`src/sv/scfu_pkg.sv`:
```
// Shared types, constants and helper functions of the sensor frame CRC unpacker.
package scfu_pkg;

	localparam int FRAME_LEN   = 86;
	localparam int CRC_LEN     = 84;
	localparam int ADDR_W      = 7;
	localparam int NUM_RECORDS = 41;

	localparam logic [15:0] CRC_POLY = 16'hA001;
	localparam logic [15:0] CRC_INIT = 16'hFFFF;
	localparam logic [6:0]  PM_SCALE = 7'd100;

	localparam logic [ADDR_W-1:0] POS_CRC_LO = ADDR_W'(CRC_LEN);
	localparam logic [ADDR_W-1:0] POS_LAST   = ADDR_W'(FRAME_LEN - 1);
	localparam logic [ADDR_W-1:0] POS_DONE   = ADDR_W'(FRAME_LEN);

	localparam logic [5:0] REC_TOF  = 6'd24;
	localparam logic [5:0] REC_ENV  = 6'd28;
	localparam logic [5:0] REC_PM   = 6'd32;
	localparam logic [5:0] REC_STAT = 6'd35;
	localparam logic [5:0] REC_LAST = 6'(NUM_RECORDS - 1);

	localparam logic [7:0] EXP_INF  = 8'hFF;
	localparam logic [7:0] EXP_BIAS_SHIFT = 8'd150;

	typedef enum logic [1:0] {
		KIND_WORD,
		KIND_BYTE,
		KIND_PM
	} rec_kind_t;

	typedef enum logic [2:0] {
		UP_IDLE,
		UP_ISSUE,
		UP_CAPT,
		UP_MUL,
		UP_EMIT,
		UP_REJ
	} unpack_state_t;

	typedef struct packed {
		logic              en;
		logic [ADDR_W-1:0] addr;
		logic [7:0]        data;
	} ram_wr_t;

	typedef struct packed {
		logic go;
		logic crc_ok;
	} frame_done_t;

	function automatic logic [15:0] crc_feed(input logic [15:0] crc_in, input logic [7:0] b);
		logic [15:0] c;
		c = crc_in ^ {8'h00, b};
		for (int i = 0; i < 8; i++) begin
			if (c[0]) begin
				c = (c >> 1) ^ CRC_POLY;
			end else begin
				c = c >> 1;
			end
		end
		return c;
	endfunction

	function automatic rec_kind_t rec_kind(input logic [5:0] k);
		rec_kind_t r;
		if (k < REC_TOF) begin
			r = KIND_WORD;
		end else if (k < REC_ENV) begin
			r = KIND_BYTE;
		end else if (k < REC_PM) begin
			r = KIND_WORD;
		end else if (k < REC_STAT) begin
			r = KIND_PM;
		end else begin
			r = KIND_WORD;
		end
		return r;
	endfunction

	function automatic logic [ADDR_W-1:0] rec_base(input logic [5:0] k);
		logic [ADDR_W-1:0] k7;
		logic [ADDR_W-1:0] a;
		k7 = {1'b0, k};
		if (k < REC_TOF) begin
			a = {k, 1'b0};
		end else if (k < REC_ENV) begin
			a = 7'd48 + (k7 - {1'b0, REC_TOF});
		end else if (k < REC_PM) begin
			a = 7'd52 + ((k7 - {1'b0, REC_ENV}) << 1);
		end else if (k < REC_STAT) begin
			a = 7'd60 + ((k7 - {1'b0, REC_PM}) << 2);
		end else begin
			a = 7'd72 + ((k7 - {1'b0, REC_STAT}) << 1);
		end
		return a;
	endfunction

	function automatic logic [1:0] rec_last_byte(input rec_kind_t kind);
		logic [1:0] n;
		case (kind)
			KIND_BYTE: n = 2'd0;
			KIND_PM:   n = 2'd3;
			default:   n = 2'd1;
		endcase
		return n;
	endfunction

	// Shift and saturate step of the float to hundredths conversion; prod is
	// the full significand already multiplied by the scale.
	function automatic logic [15:0] pm_hundredths(input logic sgn, input logic [7:0] ex,
			input logic man_nz, input logic [30:0] prod);
		logic [7:0]  sh;
		logic [30:0] q;
		logic [15:0] r;
		sh = EXP_BIAS_SHIFT - ex;
		q  = prod >> sh[4:0];
		if (ex == EXP_INF) begin
			r = (man_nz || sgn) ? 16'h0000 : 16'hFFFF;
		end else if (sgn || ex == 8'h00) begin
			r = 16'h0000;
		end else if (ex >= EXP_BIAS_SHIFT) begin
			r = 16'hFFFF;
		end else if (sh >= 8'd32) begin
			r = 16'h0000;
		end else if (q > 31'h0000FFFF) begin
			r = 16'hFFFF;
		end else begin
			r = q[15:0];
		end
		return r;
	endfunction

endpackage

```
`src/sv/scfu_frame_ram.sv`:
```
// Frame byte memory: one write port and one registered read port.
module scfu_frame_ram (
	input  logic                          clk,
	input  scfu_pkg::ram_wr_t             wr,
	input  logic                          rd_en,
	input  logic [scfu_pkg::ADDR_W-1:0]   rd_addr,
	output logic [7:0]                    rd_data
);
	import scfu_pkg::*;

	logic [7:0] mem [FRAME_LEN];
	logic [7:0] rd_data_q;

	always_ff @(posedge clk) begin
		if (wr.en) begin
			mem[wr.addr] <= wr.data;
		end
	end

	always_ff @(posedge clk) begin
		if (rd_en) begin
			rd_data_q <= mem[rd_addr];
		end
	end

	assign rd_data = rd_data_q;

endmodule

```
`src/sv/scfu_rx.sv`:
```
// Receive side: byte position, running CRC and the end-of-frame check.
module scfu_rx (
	input  logic                   clk,
	input  logic                   arst_n,
	input  logic                   accept,
	input  logic [7:0]             rx_byte,
	input  logic                   frame_start,
	output scfu_pkg::ram_wr_t      wr,
	output scfu_pkg::frame_done_t  done
);
	import scfu_pkg::*;

	logic [ADDR_W-1:0] byte_cnt_q;
	logic [15:0]       crc_q;
	logic [7:0]        rx_lo_q;

	logic [ADDR_W-1:0] pos;
	logic [15:0]       crc_base;
	logic              take;

	assign pos      = frame_start ? '0 : byte_cnt_q;
	assign crc_base = frame_start ? CRC_INIT : crc_q;
	assign take     = accept && (pos < POS_DONE);

	always_ff @(posedge clk or negedge arst_n) begin
		if (!arst_n) begin
			byte_cnt_q <= '0;
			crc_q      <= CRC_INIT;
		end else if (take) begin
			byte_cnt_q <= pos + 7'd1;
			crc_q      <= (pos < POS_CRC_LO) ? crc_feed(crc_base, rx_byte) : crc_base;
		end
	end

	always_ff @(posedge clk) begin
		if (take && pos == POS_CRC_LO) begin
			rx_lo_q <= rx_byte;
		end
	end

	assign wr.en   = take;
	assign wr.addr = pos;
	assign wr.data = rx_byte;

	// The checksum word is little endian: byte 84 low, byte 85 high.
	assign done.go     = take && (pos == POS_LAST);
	assign done.crc_ok = ({rx_byte, rx_lo_q} == crc_base);

endmodule

```
`src/sv/scfu_unpack.sv`:
```
// Record sequencer: reads the stored frame and issues the decoded records.
module scfu_unpack (
	input  logic                          clk,
	input  logic                          arst_n,
	input  scfu_pkg::frame_done_t         done,
	output logic                          busy,
	output logic                          rd_en,
	output logic [scfu_pkg::ADDR_W-1:0]   rd_addr,
	input  logic [7:0]                    rd_data,
	output logic                          out_valid,
	input  logic                          out_ready,
	output logic [5:0]                    field_index,
	output logic [15:0]                   field_value,
	output logic                          crc_ok,
	output logic                          last_record
);
	import scfu_pkg::*;

	unpack_state_t state_q, state_d;
	logic [5:0]    rec_q;
	logic [1:0]    byte_q;
	logic [31:0]   data_q;
	logic [30:0]   prod_q;
	logic          out_valid_q;
	logic [5:0]    index_q;
	logic [15:0]   value_q;
	logic          ok_q;
	logic          last_q;

	rec_kind_t   kind;
	logic [1:0]  last_byte;
	logic        out_free;
	logic        load_out;
	logic        is_rej;
	logic [15:0] value_c;

	assign kind      = rec_kind(rec_q);
	assign last_byte = rec_last_byte(kind);
	assign out_free  = !out_valid_q || out_ready;
	assign is_rej    = (state_q == UP_REJ);

	always_ff @(posedge clk or negedge arst_n) begin
		if (!arst_n) begin
			state_q <= UP_IDLE;
		end else begin
			state_q <= state_d;
		end
	end

	always_comb begin
		state_d  = state_q;
		rd_en    = 1'b0;
		rd_addr  = rec_base(rec_q) + {5'b0, byte_q};
		load_out = 1'b0;
		case (state_q)
			UP_IDLE: begin
				if (done.go) begin
					state_d = done.crc_ok ? UP_ISSUE : UP_REJ;
				end
			end
			UP_ISSUE: begin
				rd_en   = 1'b1;
				state_d = UP_CAPT;
			end
			UP_CAPT: begin
				if (byte_q == last_byte) begin
					state_d = (kind == KIND_PM) ? UP_MUL : UP_EMIT;
				end else begin
					state_d = UP_ISSUE;
				end
			end
			UP_MUL: begin
				state_d = UP_EMIT;
			end
			UP_EMIT: begin
				if (out_free) begin
					load_out = 1'b1;
					state_d  = (rec_q == REC_LAST) ? UP_IDLE : UP_ISSUE;
				end
			end
			UP_REJ: begin
				if (out_free) begin
					load_out = 1'b1;
					state_d  = UP_IDLE;
				end
			end
			default: begin
				state_d = UP_IDLE;
			end
		endcase
	end

	always_ff @(posedge clk or negedge arst_n) begin
		if (!arst_n) begin
			rec_q  <= '0;
			byte_q <= '0;
		end else begin
			if (state_q == UP_IDLE && done.go) begin
				rec_q  <= '0;
				byte_q <= '0;
			end else if (state_q == UP_CAPT) begin
				byte_q <= (byte_q == last_byte) ? 2'd0 : byte_q + 2'd1;
			end else if (state_q == UP_EMIT && load_out && rec_q != REC_LAST) begin
				rec_q <= rec_q + 6'd1;
			end
		end
	end

	always_ff @(posedge clk) begin
		if (state_q == UP_CAPT) begin
			data_q[{byte_q, 3'b000} +: 8] <= rd_data;
		end
		if (state_q == UP_MUL) begin
			prod_q <= 31'({1'b1, data_q[22:0]}) * 31'(PM_SCALE);
		end
	end

	always_comb begin
		case (kind)
			KIND_BYTE: value_c = {8'h00, data_q[7:0]};
			KIND_PM:   value_c = pm_hundredths(data_q[31], data_q[30:23],
				(data_q[22:0] != 23'd0), prod_q);
			default:   value_c = data_q[15:0];
		endcase
	end

	always_ff @(posedge clk or negedge arst_n) begin
		if (!arst_n) begin
			out_valid_q <= 1'b0;
		end else if (load_out) begin
			out_valid_q <= 1'b1;
		end else if (out_ready) begin
			out_valid_q <= 1'b0;
		end
	end

	always_ff @(posedge clk) begin
		if (load_out) begin
			index_q <= is_rej ? 6'd0 : rec_q;
			value_q <= is_rej ? 16'h0000 : value_c;
			ok_q    <= !is_rej;
			last_q  <= is_rej || (rec_q == REC_LAST);
		end
	end

	assign busy        = (state_q != UP_IDLE);
	assign out_valid   = out_valid_q;
	assign field_index = index_q;
	assign field_value = value_q;
	assign crc_ok      = ok_q;
	assign last_record = last_q;

	a_start_when_idle: assert property (@(posedge clk) disable iff (!arst_n)
		done.go |-> state_q == UP_IDLE)
		else $error("frame completed while records were still being issued");

	a_rec_in_range: assert property (@(posedge clk) disable iff (!arst_n)
		state_q != UP_IDLE |-> rec_q <= REC_LAST)
		else $error("record counter ran past the last record");

	a_capt_after_issue: assert property (@(posedge clk) disable iff (!arst_n)
		state_q == UP_CAPT |-> $past(state_q) == UP_ISSUE)
		else $error("read data captured without a read issued");

endmodule

```
`src/sv/sensor_frame_crc_unpacker_core.sv`:
```
// Top level of the sensor frame CRC unpacker.
//
// The block takes the 86 bytes of a particle-sensor data frame, one item per
// cycle while it is collecting, writes each byte into an 86-entry frame memory
// and runs a CRC-16/MODBUS over bytes 0 to 83 as the bytes go by. With the
// 86th byte the CRC is compared with the little-endian word in bytes 84 and 85.
// A mismatch gives one reject record (crc_ok low, last_record high). A match
// starts the record sequencer, which reads the frame back through the memory's
// single read port, issuing a read and then capturing its byte, and issues 41
// records: the histogram bins, the time-of-flight bytes, the environmental
// words, the three PM values in hundredths and the status words. While records
// are being produced in_ready is low; it rises again once the last record has
// been loaded into the output register, so the next frame may arrive while
// that record still waits to be taken. A word record takes two byte reads, a
// single byte record one read, and a PM value four reads and a multiply step
// before its record is issued. An accepted byte with frame_start high always
// begins a new frame and drops any partial one; bytes beyond the 86th without
// frame_start are accepted and ignored.
module sensor_frame_crc_unpacker_core (
	input  logic        clk,
	input  logic        arst_n,
	input  logic        in_valid,
	output logic        in_ready,
	input  logic [7:0]  rx_byte,
	input  logic        frame_start,
	output logic        out_valid,
	input  logic        out_ready,
	output logic [5:0]  field_index,
	output logic [15:0] field_value,
	output logic        crc_ok,
	output logic        last_record
);
	import scfu_pkg::*;

	ram_wr_t           wr;
	frame_done_t       done;
	logic              busy;
	logic              rd_en;
	logic [ADDR_W-1:0] rd_addr;
	logic [7:0]        rd_data;
	logic              accept;

	// The receive side is held off only while the sequencer is busy, unpacking a
	// frame or issuing a reject record, since a next frame would overwrite the bytes still to be read.
	assign in_ready = !busy;
	assign accept   = in_valid && in_ready;

	scfu_rx u_rx (
		.clk         (clk),
		.arst_n      (arst_n),
		.accept      (accept),
		.rx_byte     (rx_byte),
		.frame_start (frame_start),
		.wr          (wr),
		.done        (done)
	);

	scfu_frame_ram u_ram (
		.clk     (clk),
		.wr      (wr),
		.rd_en   (rd_en),
		.rd_addr (rd_addr),
		.rd_data (rd_data)
	);

	// The sequencer sees the end of the frame in the same cycle as the last
	// byte is taken, so in_ready falls before another item can slip in.
	scfu_unpack u_unpack (
		.clk         (clk),
		.arst_n      (arst_n),
		.done        (done),
		.busy        (busy),
		.rd_en       (rd_en),
		.rd_addr     (rd_addr),
		.rd_data     (rd_data),
		.out_valid   (out_valid),
		.out_ready   (out_ready),
		.field_index (field_index),
		.field_value (field_value),
		.crc_ok      (crc_ok),
		.last_record (last_record)
	);

endmodule
```
`config.mk`:
```
export PLATFORM = sky130hd
export DESIGN_NAME = sensor_frame_crc_unpacker_core
export DESIGN_NICKNAME = d
export VERILOG_FILES = /design/src/sv/scfu_pkg.sv /design/src/sv/scfu_frame_ram.sv /design/src/sv/scfu_rx.sv /design/src/sv/scfu_unpack.sv /design/src/sv/sensor_frame_crc_unpacker_core.sv
export SDC_FILE = /design/constraint.sdc
export NUM_CORES = 1
export LEC_CHECK = 0
export BUFFER_PORTS_ARGS = -buffer_cell sky130_fd_sc_hd__buf_2
export CAP_MARGIN = 30
export CORE_MARGIN = 2
export CORE_UTILIZATION = 55
export CTS_CLUSTER_DIAMETER = 50
export DETAILED_ROUTE_END_ITERATION = 10
export GPL_ROUTABILITY_DRIVEN = 1
export HOLD_SLACK_MARGIN = 0.15
export PLACE_DENSITY = 0.73
export SETUP_SLACK_MARGIN = 0.4
export SLEW_MARGIN = 15
export SYNTH_ARGS = -nofsm -noshare
export SYNTH_HDL_FRONTEND = slang
export SYNTH_SLANG_ARGS = --single-unit
```
`constraint.sdc`:
```
create_clock -name clk -period 8.4 [get_ports clk]
set_input_delay 0.42 -clock clk [delete_from_list [all_inputs] [get_ports clk]]
set_output_delay 0.42 -clock clk [all_outputs]
set_load 0.01 [all_outputs]
```
# Word level (Yosys, flattened, before mapping)
# Memory sizes are Yosys's and may differ from the RTL's. A register that Yosys moved wholly into a read port is not among the register bits.
# Cells that the tools add are included.
[totals] ff_bits=128 ram_bits=688 inputBits=13 word_cells=148 n_memories=1
[classes] addsub=14 mul=1 magnitude_cmp=9 n_eq_ne=18 n_shift=3 mux=56 bitwise=9 reduce_logical=24
[memory_table] memory="u_ram.mem" words=86 width=8 rd=1 rd_clocked_by_memory_dff=1 wr=1 line="scfu_frame_ram.sv:11" source="logic [7:0] mem [FRAME_LEN];"
[ops] operator="16-bit 2-to-1 mux" n=23
[ops] operator="7-bit 2-to-1 mux" n=5
[ops] operator="32-bit bitwise mux" n=1
[ops] operator="16-bit case mux with 2 select lines" n=1
[ops] operator="8-bit by 7-bit variable shift with 32-bit output, first input constant" n=1
[ops] operator="8-bit by 7-bit variable part select with 32-bit output" n=1
[ops] operator="31-bit by 16-bit > comparator with 1-bit output, second input constant" n=1
[ops] operator="31-bit by 5-bit right shift with 31-bit output" n=1
[ops] operator="24-bit by 5-bit multiplier with 29-bit output, second input constant" n=1
[ops] operator="2-bit inverter with 3-bit output" n=8
[ops] operator="23-bit nonzero test" n=1
[ops] operator="6-bit by 7-bit adder with 7-bit output, first input constant" n=3
[ops] operator="3-bit 2-to-1 mux" n=6
[ops] operator="6-bit 2-to-1 mux" n=3
[ops] operator="3-bit case mux with 6 select lines" n=1
[ops] operator="16-bit equality test" n=1
[ops] operator="16-bit by 8-bit XOR with 16-bit output" n=1
[ops] operator="7-bit equality test, second input constant" n=2
[ops] operator="7-bit < comparator, second input constant" n=2
[ops] operator="2-bit 2-to-1 mux" n=7
[ops] operator="6-bit by 5-bit < comparator with 1-bit output, second input constant" n=2
[ops] operator="6-bit < comparator, second input constant" n=2
[ops] operator="8-bit equality test, second input constant" n=1
[ops] operator="8-bit by 6-bit greater-or-equal comparator with 1-bit output, second input constant" n=1
[ops] operator="other kinds (33)" n=58

# Longest topological paths before layout
# Gate-level depths: netlist of the first run.
[depth] word_depth=26 mapped_depth=18 mapped_depth_nobuf=16

# Cells and area by module
# A second synthesis of the first run with hierarchy kept.
[unflattened] cells_unflattened=2506 area_unflattened_um2=38514.4
[by_module_without_submodules] mod="scfu_frame_ram" n_inst=1 cells_per_inst=1257 area_per_inst_um2=26954.6 seq_area_each_um2=20900.0
[by_module_without_submodules] mod="scfu_unpack" n_inst=1 cells_per_inst=990 area_per_inst_um2=9258.9 seq_area_each_um2=2852.7
[by_module_without_submodules] mod="scfu_rx" n_inst=1 cells_per_inst=257 area_per_inst_um2=2290.9 seq_area_each_um2=835.8
[by_module_without_submodules] mod="sensor_frame_crc_unpacker_core" n_inst=1 cells_per_inst=2 area_per_inst_um2=10.0 seq_area_each_um2=0.0

# Worst setup path before layout of the first run
# No wires, ideal clock.
[synth_path] kind="flip-flop to flip-flop" start="register u_unpack.rec_q[2]" end="register u_ram.rd_data_q[6] (netlist: u_ram.rd_data[6]) (read register of u_ram.mem) (data pin)" arrival_time_ps=4318 required_time_ps=8126 setup_slack_ps=3808 stages_incl_launch_ff=17 n_path_buf=4 synth_period_minus_slack_ps=4592 path_cell_list="dfrtp_1 -> clkbuf_1 -> inv_1 -> ha_1 -> nand2b_1 -> a21oi_1 -> o22ai_1 -> a21boi_0 -> inv_1 -> fa_1 -> clkbuf_1 -> clkbuf_1 -> clkbuf_1 -> mux4_2 -> mux4_2 -> a2111oi_0 -> a211oi_1"
[synth_between] elab_chain_cells=7 elab_cells_between_ends=17
[synth_rtl] element="start: declaration" line="scfu_unpack.sv:20" source="logic [5:0] rec_q;"
[synth_rtl] element="start signal: assignment" line="scfu_unpack.sv:104" source="rec_q <= rec_q + 6'd1;"
[synth_rtl] element="6-bit subtractor / 5-bit by 1-bit subtractor with 5-bit output (equally long branches)" line="scfu_pkg.sv:94, scfu_pkg.sv:92"
[synth_rtl] element="7-bit adder / 6-bit by 7-bit adder with 7-bit output (equally long branches)" line="scfu_pkg.sv:94, scfu_pkg.sv:92"
[synth_rtl] element="7-bit 2-to-1 mux" line="scfu_pkg.sv:91" source="end else if (k < REC_STAT) begin"
[synth_rtl] element="7-bit 2-to-1 mux" line="scfu_pkg.sv:89" source="end else if (k < REC_PM) begin"
[synth_rtl] element="7-bit 2-to-1 mux" line="scfu_pkg.sv:87" source="end else if (k < REC_ENV) begin"
[synth_rtl] element="7-bit 2-to-1 mux *" line="scfu_pkg.sv:85" source="if (k < REC_TOF) begin"
[synth_rtl] element="7-bit by 2-bit adder with 7-bit output *" line="scfu_unpack.sv:53" source="rd_addr = rec_base(rec_q) + {5'b0, byte_q};"
[synth_rtl] element="end: declaration" line="scfu_frame_ram.sv:12" source="logic [7:0] rd_data_q;"
# Every way passes the cells marked *; elsewhere a longest branch is shown, timed or not.
# A chain may end at the register's enable or synchronous reset.

# Worst setup path in the final report of the first run
[layout_path] start="register u_unpack.rec_q[2]" end="register u_ram.rd_data_q[2] (netlist: u_ram.rd_data[2]) (read register of u_ram.mem) (data pin)"
# The elaborated chain is that of the path after synthesis.

==> results of run 1 <==
worst max-delay path, stage by stage, from the launching register on:
cell	delay (ns)
dfrtp_1	0.57
inv_1	0.26
ha_1	0.33
nand2b_1	0.17
a21oi_1	0.09
o22ai_1	0.14
a21boi_0	0.31
inv_1	0.13
fa_4	1.07
buf_12	0.51
mux4_2	0.42
mux4_2	0.51
o221ai_1	0.50
a221oi_1	0.20
repair_timing:
action                                 CTS  global route
hold buffers                             4             1
gates resized for setup                  0             0
endpoints found under the hold margin   23             4
kinds of logic after synthesis:
logic type | Yosys count | share of synthesized area, %
flops | 824 | 64.9
simple gates | 473 | 5.83
compound gates | 322 | 5.62
mux | 265 | 14.2
buf+inv | 259 | 2.70
fa+ha+maj | 133 | 4.77
xor+xnor | 83 | 1.94
final cells by class:
| type | count | share of cell area [%] |
|---|---|---|
| sequential | 824 | 57.9 |
| multi-input combinational | 1276 | 29.1 |
| clock buffer | 98 | 5.42 |
| tap | 882 | 2.60 |
| clock inverter | 70 | 2.03 |
| timing repair buffer | 104 | 1.86 |
| inverter | 123 | 1.09 |
power by group through the flow:
stage	combinational [mW]	sequential, mW	clock, mW
final	6.92	4.97	4.11
after global routing	7.31	4.99	4.32
after CTS	6.89	4.97	4.16
after detailed placement	6.83	5.05	0
after global placement	6.74	5.04	0
after floorplan	4.86	4.94	0
registers in the layout, indices dropped and copies added, names as in the netlist, 2 cells and up:
signal                flops
u_unpack.prod_q          29
u_unpack.state_q          3
u_unpack.field_index      6
u_ram.mem               688
u_ram.rd_data             8
u_rx.rx_lo_q              8
u_unpack.field_value     16
u_rx.byte_cnt_q           7
u_unpack.byte_q           2
u_rx.crc_q               16
u_unpack.data_q          32
u_unpack.rec_q            6
cells in the final DEF (no fill, tap or decap), drive strengths merged, types with 7 or more instances in the layout:
cell type,instances
a2111oi,10
a211o,12
a211oi,16
a21o,21
a21oi,86
a221oi,17
a22o,7
a31oi,9
and2,38
and3,12
buf,98
bufinv,12
clkbuf,98
clkinv,35
clkinvlp,10
dfrtp,19
dfstp,16
edfxtp,789
fa,19
ha,114
inv,136
mux2,15
mux2i,32
mux4,218
nand2,115
nand2b,8
nand3,26
nand4,9
nor2,177
nor2b,26
nor3,22
nor3b,7
nor4,10
o21ai,73
o221ai,7
o22ai,9
o31ai,8
xnor2,61
xor2,22
worst max path at each step:
| stage | from | endpoint | cells past startpoint |
|---|---|---|---|
| global route | u_unpack.rec_q[2]$_DFFE_PN0P_ | u_ram.rd_data[3]$_DFFE_PN_ | 15 |
| finish | u_unpack.rec_q[2]$_DFFE_PN0P_ | u_ram.rd_data[2]$_DFFE_PN_ | 13 |
| floorplan | u_unpack.rec_q[2]$_DFFE_PN0P_ | u_ram.rd_data[6]$_DFFE_PN_ | 16 |
| global placement | u_unpack.rec_q[2]$_DFFE_PN0P_ | u_ram.rd_data[3]$_DFFE_PN_ | 13 |
| CTS | u_unpack.rec_q[2]$_DFFE_PN0P_ | u_ram.rd_data[6]$_DFFE_PN_ | 14 |
| detailed placement | u_unpack.rec_q[2]$_DFFE_PN0P_ | u_ram.rd_data[6]$_DFFE_PN_ | 14 |
metrics by stage:
stage / hold slack [ns] / worst slack, ns / total power [mW]
final: 0.358 / 2.73 / 16.0
after global routing: 0.380 / 2.41 / 16.6
after CTS: 0.338 / 2.77 / 16.0
after detailed placement: 0.494 / 2.83 / 11.9
after global placement: 0.481 / 2.46 / 11.8
after floorplan: 0.124 / 3.81 / 9.80
metal layers:
metal | part of all wire [%] | vias up | routed length (um) | GRT usage [%]
li1 | - | 9314 | - | -
met1 | 40 | 10900 | 35000 | 34.5
met2 | 50 | 1010 | 44400 | 42.2
met3 | 7.1 | 158 | 6270 | 3.43
met4 | 2.9 | 0 | 2580 | 8.52
met5 | 0 | - | 0 | 0
==> flow_summary.json, run 1 <==
{
  "antenna_cells": 0,
  "start_util_pct": 55.4,
  "pwr-share-clk_pct": 25.7,
  "cts-htree-levels": 3,
  "period_share_pct": 67.5,
  "worstHoldStart": "in_valid",
  "clockRootBuffer": "clkbuf_16",
  "grt_pass1_wl_mm": 133,
  "final_area_sq_um": 42500,
  "setup_tns_ns": 0,
  "min_period_ns": 5.67,
  "antenna_found_initial": 1,
  "ant_nets": 0,
  "clk_pin_slew_ns": 0.06,
  "ios": 39,
  "critPathKind": "flip-flop to flip-flop",
  "dieWidth_um": 266,
  "final_util_pct": 62.2,
  "status": "finished, final reports clean",
  "port_buffers": 38,
  "cts_tree": "yes",
  "grt_overflow": 0,
  "timing.rr.end": "u_ram.rd_data[2]$_DFFE_PN_",
  "dpl.hpwl_mm": 55.6,
  "setup_viol": 0,
  "r2r_cells": 13,
  "drv_slew": 0,
  "grt_usage_pct": 25.3,
  "routed_via_density": 6.33,
  "synth_common_cells": "edfxtp_1, mux4_2, nor2_1, inv_1, nand2_1",
  "cts.sinks": 824,
  "nets": 2566,
  "avgRoutedWirePerCell_um": 26.1,
  "drive_gt1_share_pct": 20.3,
  "fmax_ghz": 0.176,
  "synth_cell_types": 78,
  "end_kind": "flip-flop",
  "crit_path_max_fanout": 105,
  "die_area_sq_um": 71000,
  "vias": 21400,
  "synth-seq-cells": 824,
  "ys_warn_count": 0,
  "cts.path.max_buffers": 3,
  "synth_nets": 2505,
  "rsz0062_at_grt": "false",
  "die_h_um": 266,
  "yosysTopAreaCell": "edfxtp_1",
  "crit_arrival_ns": 6.02,
  "yosys_most_used_dff": "edfxtp_1",
  "core-area_sq_um": 68300,
  "worstHoldPathCells": 3,
  "fin_skew_ns": 0.0427,
  "power.share.sequential_pct": 31.1,
  "grt_start_max_net_pins": 106,
  "power_leakage_nw": 14.6,
  "cts_setup_buffers": 0,
  "final-seq-area_sq_um": 24600,
  "vdd_drop_max_v": 0.000489,
  "clk_latency_ns": 0.66,
  "cp_data_required_time_ns": 8.75,
  "combPwrFrac_pct": 43.2,
  "synthArstFlopShare_pct": 4.25,
  "drt_iter0_markers": 2678,
  "drv.max_cap_violation_count": 0,
  "drtPass1Iterations": 8,
  "relSlewSlack_pct": 27.7,
  "hp-class": "input port to flip-flop",
  "synth_edf_count": 789,
  "cts_buffers": 91,
  "avgSynthCellArea_sq_um": 16.1,
  "synthCells": 2359,
  "worst_setup_path_start_kind": "flip-flop",
  "gp_congestion": 0.910,
  "nFillCells": 4691,
  "area_delta_synth_final_pct": 12.1,
  "netlist_area_sq_um": 37900,
  "switchingPower_mw": 5.72,
  "drc_errors": 0,
  "synth-seq-area-share_pct": 64.9,
  "final_cells": 3377,
  "crit-reg2reg-launch": "u_unpack.rec_q[2]$_DFFE_PN0P_",
  "r2r_setup_slack_ns": 2.73,
  "rows": 96,
  "p_sw_share_pct": 35.8,
  "worst_pin_slew_ns": 1.08,
  "place_area_sq_um": 39100,
  "dp.cells": 3184,
  "wirelength_mm": 88.3,
  "multi_input_area_sq_um": 12400,
  "powerDensity_nw_per_um2": 377,
  "grt_pass1_vias": 21300,
  "yosys-top-cells-area": "edfxtp_1, mux4_2, ha_1",
  "synth_top_area_share_pct": 62.5,
  "internal_power_mw": 10.3,
  "final_hold_viol_count": 0,
  "post-synth-top-count-cell": "edfxtp_1",
  "holdPathEnd": "u_rx.byte_cnt_q[6]$_DFFE_PN0P_"
}
(Power assumes the default switching activity.)
==> run 2, diff against run 1 <==
==> constraint.sdc (replaced) <==
create_clock -name clk -period 5.65 [get_ports clk]
set_input_delay 0.2825 -clock clk [delete_from_list [all_inputs] [get_ports clk]]
set_output_delay 0.2825 -clock clk [all_outputs]
set_load 0.01 [all_outputs]
==> flow_summary.json, run 2 (synthesis results as in run 1) <==
{
  "antenna_cells": 0,
  "final_hold_viol_count": 0,
  "port_buffers": 38,
  "grt_start_max_net_pins": 94,
  "largest_register_ff_count": 688,
  "combPwrFrac_pct": 43.3,
  "fmax_ghz": 0.201,
  "end_kind": "flip-flop",
  "drt_iter0_markers": 2820,
  "grt_overflow": 0,
  "rsz0062_at_grt": "false",
  "p_sw_share_pct": 35.5,
  "grt_pass1_vias": 21700,
  "crit_path_max_fanout": 33,
  "area_delta_synth_final_pct": 13.0,
  "final_common_cell": "edfxtp_1",
  "setup_viol": 0,
  "cts.path.max_buffers": 3,
  "dp.cells": 3215,
  "powerDensity_nw_per_um2": 563,
  "power.total_mw": 24.1,
  "clockRootBuffer": "clkbuf_16",
  "cts_tree": "yes",
  "drtPass1Iterations": 5,
  "critPathKind": "flip-flop to flip-flop",
  "period_share_pct": 88.2,
  "internal_power_mw": 15.6,
  "cts_buffers": 92,
  "nFillCells": 4698,
  "ant_nets": 0,
  "status": "finished, final reports clean",
  "ios": 39,
  "final_cell_mix": "edfxtp_1, mux4_2, nor2_1",
  "start_util_pct": 55.4,
  "cp_data_required_time_ns": 6.03,
  "dieWidth_um": 266,
  "dpl.hpwl_mm": 57.7,
  "avgRoutedWirePerCell_um": 26.6,
  "routed_via_density": 6.38,
  "worst_setup_path_start_kind": "flip-flop",
  "switchingPower_mw": 8.56,
  "largest_register": "u_ram.mem",
  "crit_arrival_ns": 5.37,
  "core-area_sq_um": 68300,
  "clk_latency_ns": 0.66,
  "drc_errors": 0,
  "vias": 21700,
  "r2r_setup_slack_ns": 0.66,
  "vdd_drop_max_v": 0.000798,
  "power.share.sequential_pct": 30.8,
  "fin_skew_ns": 0.0415,
  "worst_pin_slew_ns": 0.999,
  "die_area_sq_um": 71000,
  "power_leakage_nw": 14.8,
  "final_cells": 3405,
  "drive_gt1_share_pct": 21.0,
  "drv_slew": 0,
  "hp-class": "input port to flip-flop",
  "grt_pass1_wl_mm": 137,
  "final_area_sq_um": 42800,
  "place_area_sq_um": 39400,
  "cts.sinks": 824,
  "gp_congestion": 0.909,
  "wirelength_mm": 90.5,
  "grt_usage_pct": 26.1,
  "rows": 96,
  "cts-htree-levels": 3,
  "drv.max_cap_violation_count": 0,
  "setup_tns_ns": 0,
  "antenna_found_initial": 2,
  "relSlewSlack_pct": 33.1,
  "nets": 2591,
  "min_period_ns": 4.99,
  "clk_pin_slew_ns": 0.06,
  "reg.largest.list": "u_ram.mem: 688 flops, u_unpack.data_q: 32 flops, u_unpack.prod_q: 29 flops",
  "pwr-share-clk_pct": 25.9,
  "die_h_um": 266
}
==> run 2: cell types whose count changed in the layout (fill, tap and decap cells not counted), moves of 3 or more <==
cell / change
buf_4: +22
buf_12: +7
clkinvlp_4: -6
buf_1: -5
dlygate4sd3_1: +5
clkbuf_1: +4
inv_6: -4
clkbuf_8: +3
clkinv_1: +3
==> run 2: area by class of cell <==
| type | instances | area [sq um] | share of cell area, % |
|---|---|---|---|
| clock buffer | 107 | 2410 | 5.63 |
| clock inverter | 65 | 840 | 1.96 |
| inverter | 123 | 462 | 1.08 |
| multi-input combinational | 1276 | 12400 | 28.9 |
| sequential | 824 | 24600 | 57.4 |
| tap | 882 | 1100 | 2.58 |
| timing repair buffer | 128 | 1040 | 2.42 |
==> run 2: per-layer routing <==
layer	track usage [%]	share of wire, %	up-vias
li1	-	-	9354
met1	36.0	40	11100
met2	43.2	50	1107
met3	4.35	7.8	169
met4	7.90	2.8	2
met5	0	0.014	-
==> run 2: critical path: stages (launching register included) <==
cell,delay (ns)
dfrtp_2,0.48
inv_1,0.21
ha_1,0.31
nand2b_1,0.16
a21oi_1,0.09
o22ai_1,0.14
a21boi_1,0.24
inv_1,0.10
fa_4,0.86
buf_12,0.24
buf_4,0.30
mux4_2,0.35
mux4_2,0.54
nor2b_1,0.16
a2111oi_0,0.38
a221oi_1,0.09
==> run 2: repair_timing <==
| item | CTS | global route |
|---|---|---|
| resized for setup | 0 | 4 |
| endpoints found under the setup margin | 0 | 8 |
| endpoints found under the hold margin | 54 | 42 |
| hold buffers | 8 | 2 |
| setup buffers | 0 | 0 |
==> run 2: power by group through the flow <==
stage	clock network [mW]	registers, mW	logic [mW]
3_3_place_gp	0	7.53	10.1
3_5_place_dp	0	7.54	10.2
5_1_grt	6.54	7.45	11.0
2_1_floorplan	0	7.34	7.22
4_1_cts	6.31	7.41	10.4
6_report	6.25	7.43	10.4
==> run 2: worst paths after layout <==
path	startpoint	endpoint	cells past startpoint
worst max register to register	u_unpack.rec_q[2]$_DFFE_PN0P_	u_ram.rd_data[7]$_DFFE_PN_	15
max in group asynchronous	arst_n	u_rx.crc_q[2]$_DFFE_PN1P_	4
min in group asynchronous	arst_n	u_unpack.rec_q[0]$_DFFE_PN0P_	3
worst min-delay path	rx_byte[5]	u_rx.rx_lo_q[5]$_DFFE_PP_	1
worst max-delay path	u_unpack.rec_q[2]$_DFFE_PN0P_	u_ram.rd_data[7]$_DFFE_PN_	15
worst min register to register	u_rx.crc_q[9]$_DFFE_PN1P_	u_rx.crc_q[9]$_DFFE_PN1P_	2
==> run 2: through the flow <==
stage	hold WS, ns	utilization (%)	setup WS [ns]
final	0.157	62.6	0.665
after global routing	0.162	62.6	0.411
after CTS	0.169	62.5	0.471
after detailed placement	0.447	57.6	0.523
after global placement	0.434	57.6	0.661
after floorplan	-0.0131	-	1.06
==> run 3, diff against run 2 <==
--- a/config.mk
+++ b/config.mk
@@ -18,4 +18,5 @@
 export SLEW_MARGIN = 15
 export SYNTH_ARGS = -nofsm -noshare
 export SYNTH_HDL_FRONTEND = slang
+export SYNTH_HIERARCHICAL = 1
 export SYNTH_SLANG_ARGS = --single-unit
==> flow_summary.json, run 3 <==
{
  "dieWidth_um": 269,
  "pwr-share-clk_pct": 24.1,
  "drv_slew": 0,
  "worst_pin_slew_ns": 0.989,
  "synth_cell_types": 93,
  "worstHoldPathCells": 4,
  "avgSynthCellArea_sq_um": 15.4,
  "final_cell_mix": "edfxtp_1, nor2_1, mux4_2",
  "dpl.hpwl_mm": 53.7,
  "ant_nets": 0,
  "r2r_cells": 11,
  "power.share.sequential_pct": 30.6,
  "clockRootBuffer": "clkbuf_16",
  "cts_buffers": 93,
  "drt_iter0_markers": 2275,
  "synthArstFlopShare_pct": 4.25,
  "worstHoldStart": "in_valid",
  "reg.largest.list": "u_ram/mem: 688 flops, u_unpack/data_q: 32 flops, u_unpack/prod_q: 29 flops",
  "wirelength_mm": 85.8,
  "vdd_drop_max_v": 0.000790,
  "synthMuxAreaShare_pct": 13.4,
  "yosys.area_share.adder_pct": 4.66,
  "dp_slack_ns": 0.815,
  "die_h_um": 269,
  "power.total_mw": 24.5,
  "min_period_ns": 4.84,
  "synth_compound_area_share_pct": 6.17,
  "cts_tree": "yes",
  "synth_edf_count": 789,
  "cp_data_required_time_ns": 5.98,
  "fmax_ghz": 0.207,
  "yosys_most_used_dff": "edfxtp_1",
  "setup_viol": 0,
  "ios": 39,
  "cts_setup_buffers": 0,
  "switchingPower_mw": 9.09,
  "avgRoutedWirePerCell_um": 24.0,
  "final_util_pct": 61.6,
  "post-synth-top-count-cell": "edfxtp_1",
  "clk_pin_slew_ns": 0.06,
  "synth_nets": 2651,
  "status": "finished, final reports clean",
  "synth-seq-cells": 824,
  "yosys-top-cells-area": "edfxtp_1, mux4_2, ha_1",
  "crit_arrival_ns": 5.17,
  "vias": 22200,
  "gp_congestion": 0.893,
  "yosys.area_share.xor_xnor_pct": 1.84,
  "period_share_pct": 85.6,
  "fin_skew_ns": 0.0523,
  "netlist_area_sq_um": 38500,
  "relSlewSlack_pct": 33.8,
  "crit_path_max_fanout": 35,
  "cts.sinks": 824,
  "final_hold_viol_count": 0,
  "setup_tns_ns": 0,
  "holdPathEnd": "u_rx/byte_cnt_q[1]$_DFFE_PN0P_",
  "r2r_setup_slack_ns": 0.81,
  "antenna_cells": 0,
  "port_buffers": 38,
  "critPathKind": "flip-flop to flip-flop",
  "drive_gt1_share_pct": 17.9,
  "area_delta_synth_final_pct": 11.5,
  "combPwrFrac_pct": 45.3,
  "largest_register": "u_ram/mem",
  "grt_usage_pct": 24.2,
  "routed_via_density": 6.21,
  "nets": 2708,
  "end_kind": "flip-flop",
  "ys_warn_count": 6,
  "setup_ws_ns": 0.813,
  "synth-simple-area-share_pct": 7.03,
  "hp-class": "input port to flip-flop",
  "p_sw_share_pct": 37.1,
  "cts-htree-levels": 3,
  "antenna_found_initial": 0,
  "drv.max_cap_violation_count": 0,
  "rows": 97,
  "synth_common_cells": "edfxtp_1, nor2_1, mux4_2, nand2_1, inv_1",
  "die_area_sq_um": 72200,
  "internal_power_mw": 15.4,
  "drc_errors": 0,
  "largest_register_ff_count": 688,
  "nFillCells": 5003,
  "cts.path.max_buffers": 3,
  "timing.rr.end": "u_ram/rd_data[2]$_DFFE_PP_",
  "grt_overflow": 0,
  "powerDensity_nw_per_um2": 571,
  "final_common_cell": "edfxtp_1",
  "power_leakage_nw": 14.7,
  "drtPass1Iterations": 6,
  "grt_start_max_net_pins": 119,
  "grt_pass1_vias": 22100,
  "yosysTopAreaCell": "edfxtp_1",
  "synth_top_family_by_area": "multiplexers",
  "grt_pass1_wl_mm": 132,
  "core-area_sq_um": 69700,
  "synth_top_area_share_pct": 61.5,
  "synthCells": 2506,
  "start_util_pct": 55.3,
  "synth-seq-area-share_pct": 63.8,
  "worst_setup_path_start_kind": "flip-flop",
  "rsz0062_at_grt": "false",
  "clk_latency_ns": 0.66,
  "crit-reg2reg-launch": "u_unpack/rec_q[2]$_DFFE_PN0P_"
}
[run 3: changes by cell type in the layout (fill, tap and decap cells not counted), sizes merged, moves of 11 or more]
cell,delta
nor3,+13
nor2,+15
mux2i,+48
a211o,-11
nand3,+31
a31oi,+12
o21ai,+15
o211ai,+13
xnor2,-14
o22ai,+21
buf,-37
mux4,-38
nand2,+19
[run 3: worst max-delay path: stages, from the launching register on]
cell and delay [ns]:
dfrtp_1 0.55, ha_1 0.45, and4bb_2 0.35, and2_1 0.20, ha_4 0.17, fa_4 1.10, buf_4 0.54, nor2_1 0.20
a22oi_1 0.23, nand3_1 0.12, a22oi_1 0.43, nand3_1 0.14
[run 3: cell families (layout without fill, tap and decap cells)]
family | count (synthesis) | after routing
AOI/OAI and AO/OA | 365 | 365
xor gates and xnor gates | 77 | 77
adders and majority gates | 132 | 132
buffers and inverters | 259 | 393
DFF | 824 | 824
muxes | 283 | 283
and+or+nand+nor | 566 | 566
[run 3: worst max-delay path by stage]
stage                             startpoint                          to  slack, ns  depth (start not counted)
2_1_floorplan  u_unpack/rec_q[2]$_DFFE_PN0P_  u_ram/rd_data[5]$_DFFE_PP_       1.66                         14
3_3_place_gp   u_unpack/rec_q[3]$_DFFE_PN0P_  u_ram/rd_data[7]$_DFFE_PP_       0.92                         11
3_5_place_dp   u_unpack/rec_q[3]$_DFFE_PN0P_  u_ram/rd_data[2]$_DFFE_PP_       0.82                         11
4_1_cts        u_unpack/rec_q[3]$_DFFE_PN0P_  u_ram/rd_data[2]$_DFFE_PP_       0.74                         11
5_1_grt        u_unpack/rec_q[2]$_DFFE_PN0P_  u_ram/rd_data[3]$_DFFE_PP_       0.65                         11
6_report       u_unpack/rec_q[2]$_DFFE_PN0P_  u_ram/rd_data[2]$_DFFE_PP_       0.81                         11
[run 3: stage by stage]
| step | area [sq um] | std cells | hold slack, ns |
|---|---|---|---|
| global route | 42900 | 3580 | 0.219 |
| detailed placement | 39600 | 3391 | 0.439 |
| finish | 42900 | 3580 | 0.204 |
| floorplan | 38500 | 2506 | -0.0131 |
| global placement | 39600 | 3388 | 0.444 |
| CTS | 42700 | 3567 | 0.189 |
[run 3: area by class of cell]
cell class	count	area (sq um)	area share (%)
clock inverters	62	657	1.53
inverters	130	488	1.14
multi-input cells	1423	12800	29.8
clock buffers	110	2410	5.62
well taps	940	1180	2.74
repair buffers	91	798	1.86
flip-flops and latches	824	24600	57.3
[run 3: what timing repair did]
item                                   4_1_cts  5_1_grt
endpoints found under the hold margin       24       37
gates resized for setup                      0        1
hold buffers                                 4        5
setup endpoints to repair                    0        2
[run 3: power groups by stage]
stage / combinational, mW / clock, mW / sequential (mW)
2_1_floorplan: 8.14 / 0 / 7.47
3_3_place_gp: 10.8 / 0 / 7.61
3_5_place_dp: 11.0 / 0 / 7.62
4_1_cts: 11.0 / 5.99 / 7.50
5_1_grt: 11.9 / 6.25 / 7.54
6_report: 11.1 / 5.91 / 7.50
[run 3: layer usage]
layer	track usage (%)	wire length, um	vias up
li1	-	-	9807
met1	33.5	34700	11200
met2	38.8	41600	1011
met3	4.50	6590	188
met4	8.69	2930	0
met5	0	0	-
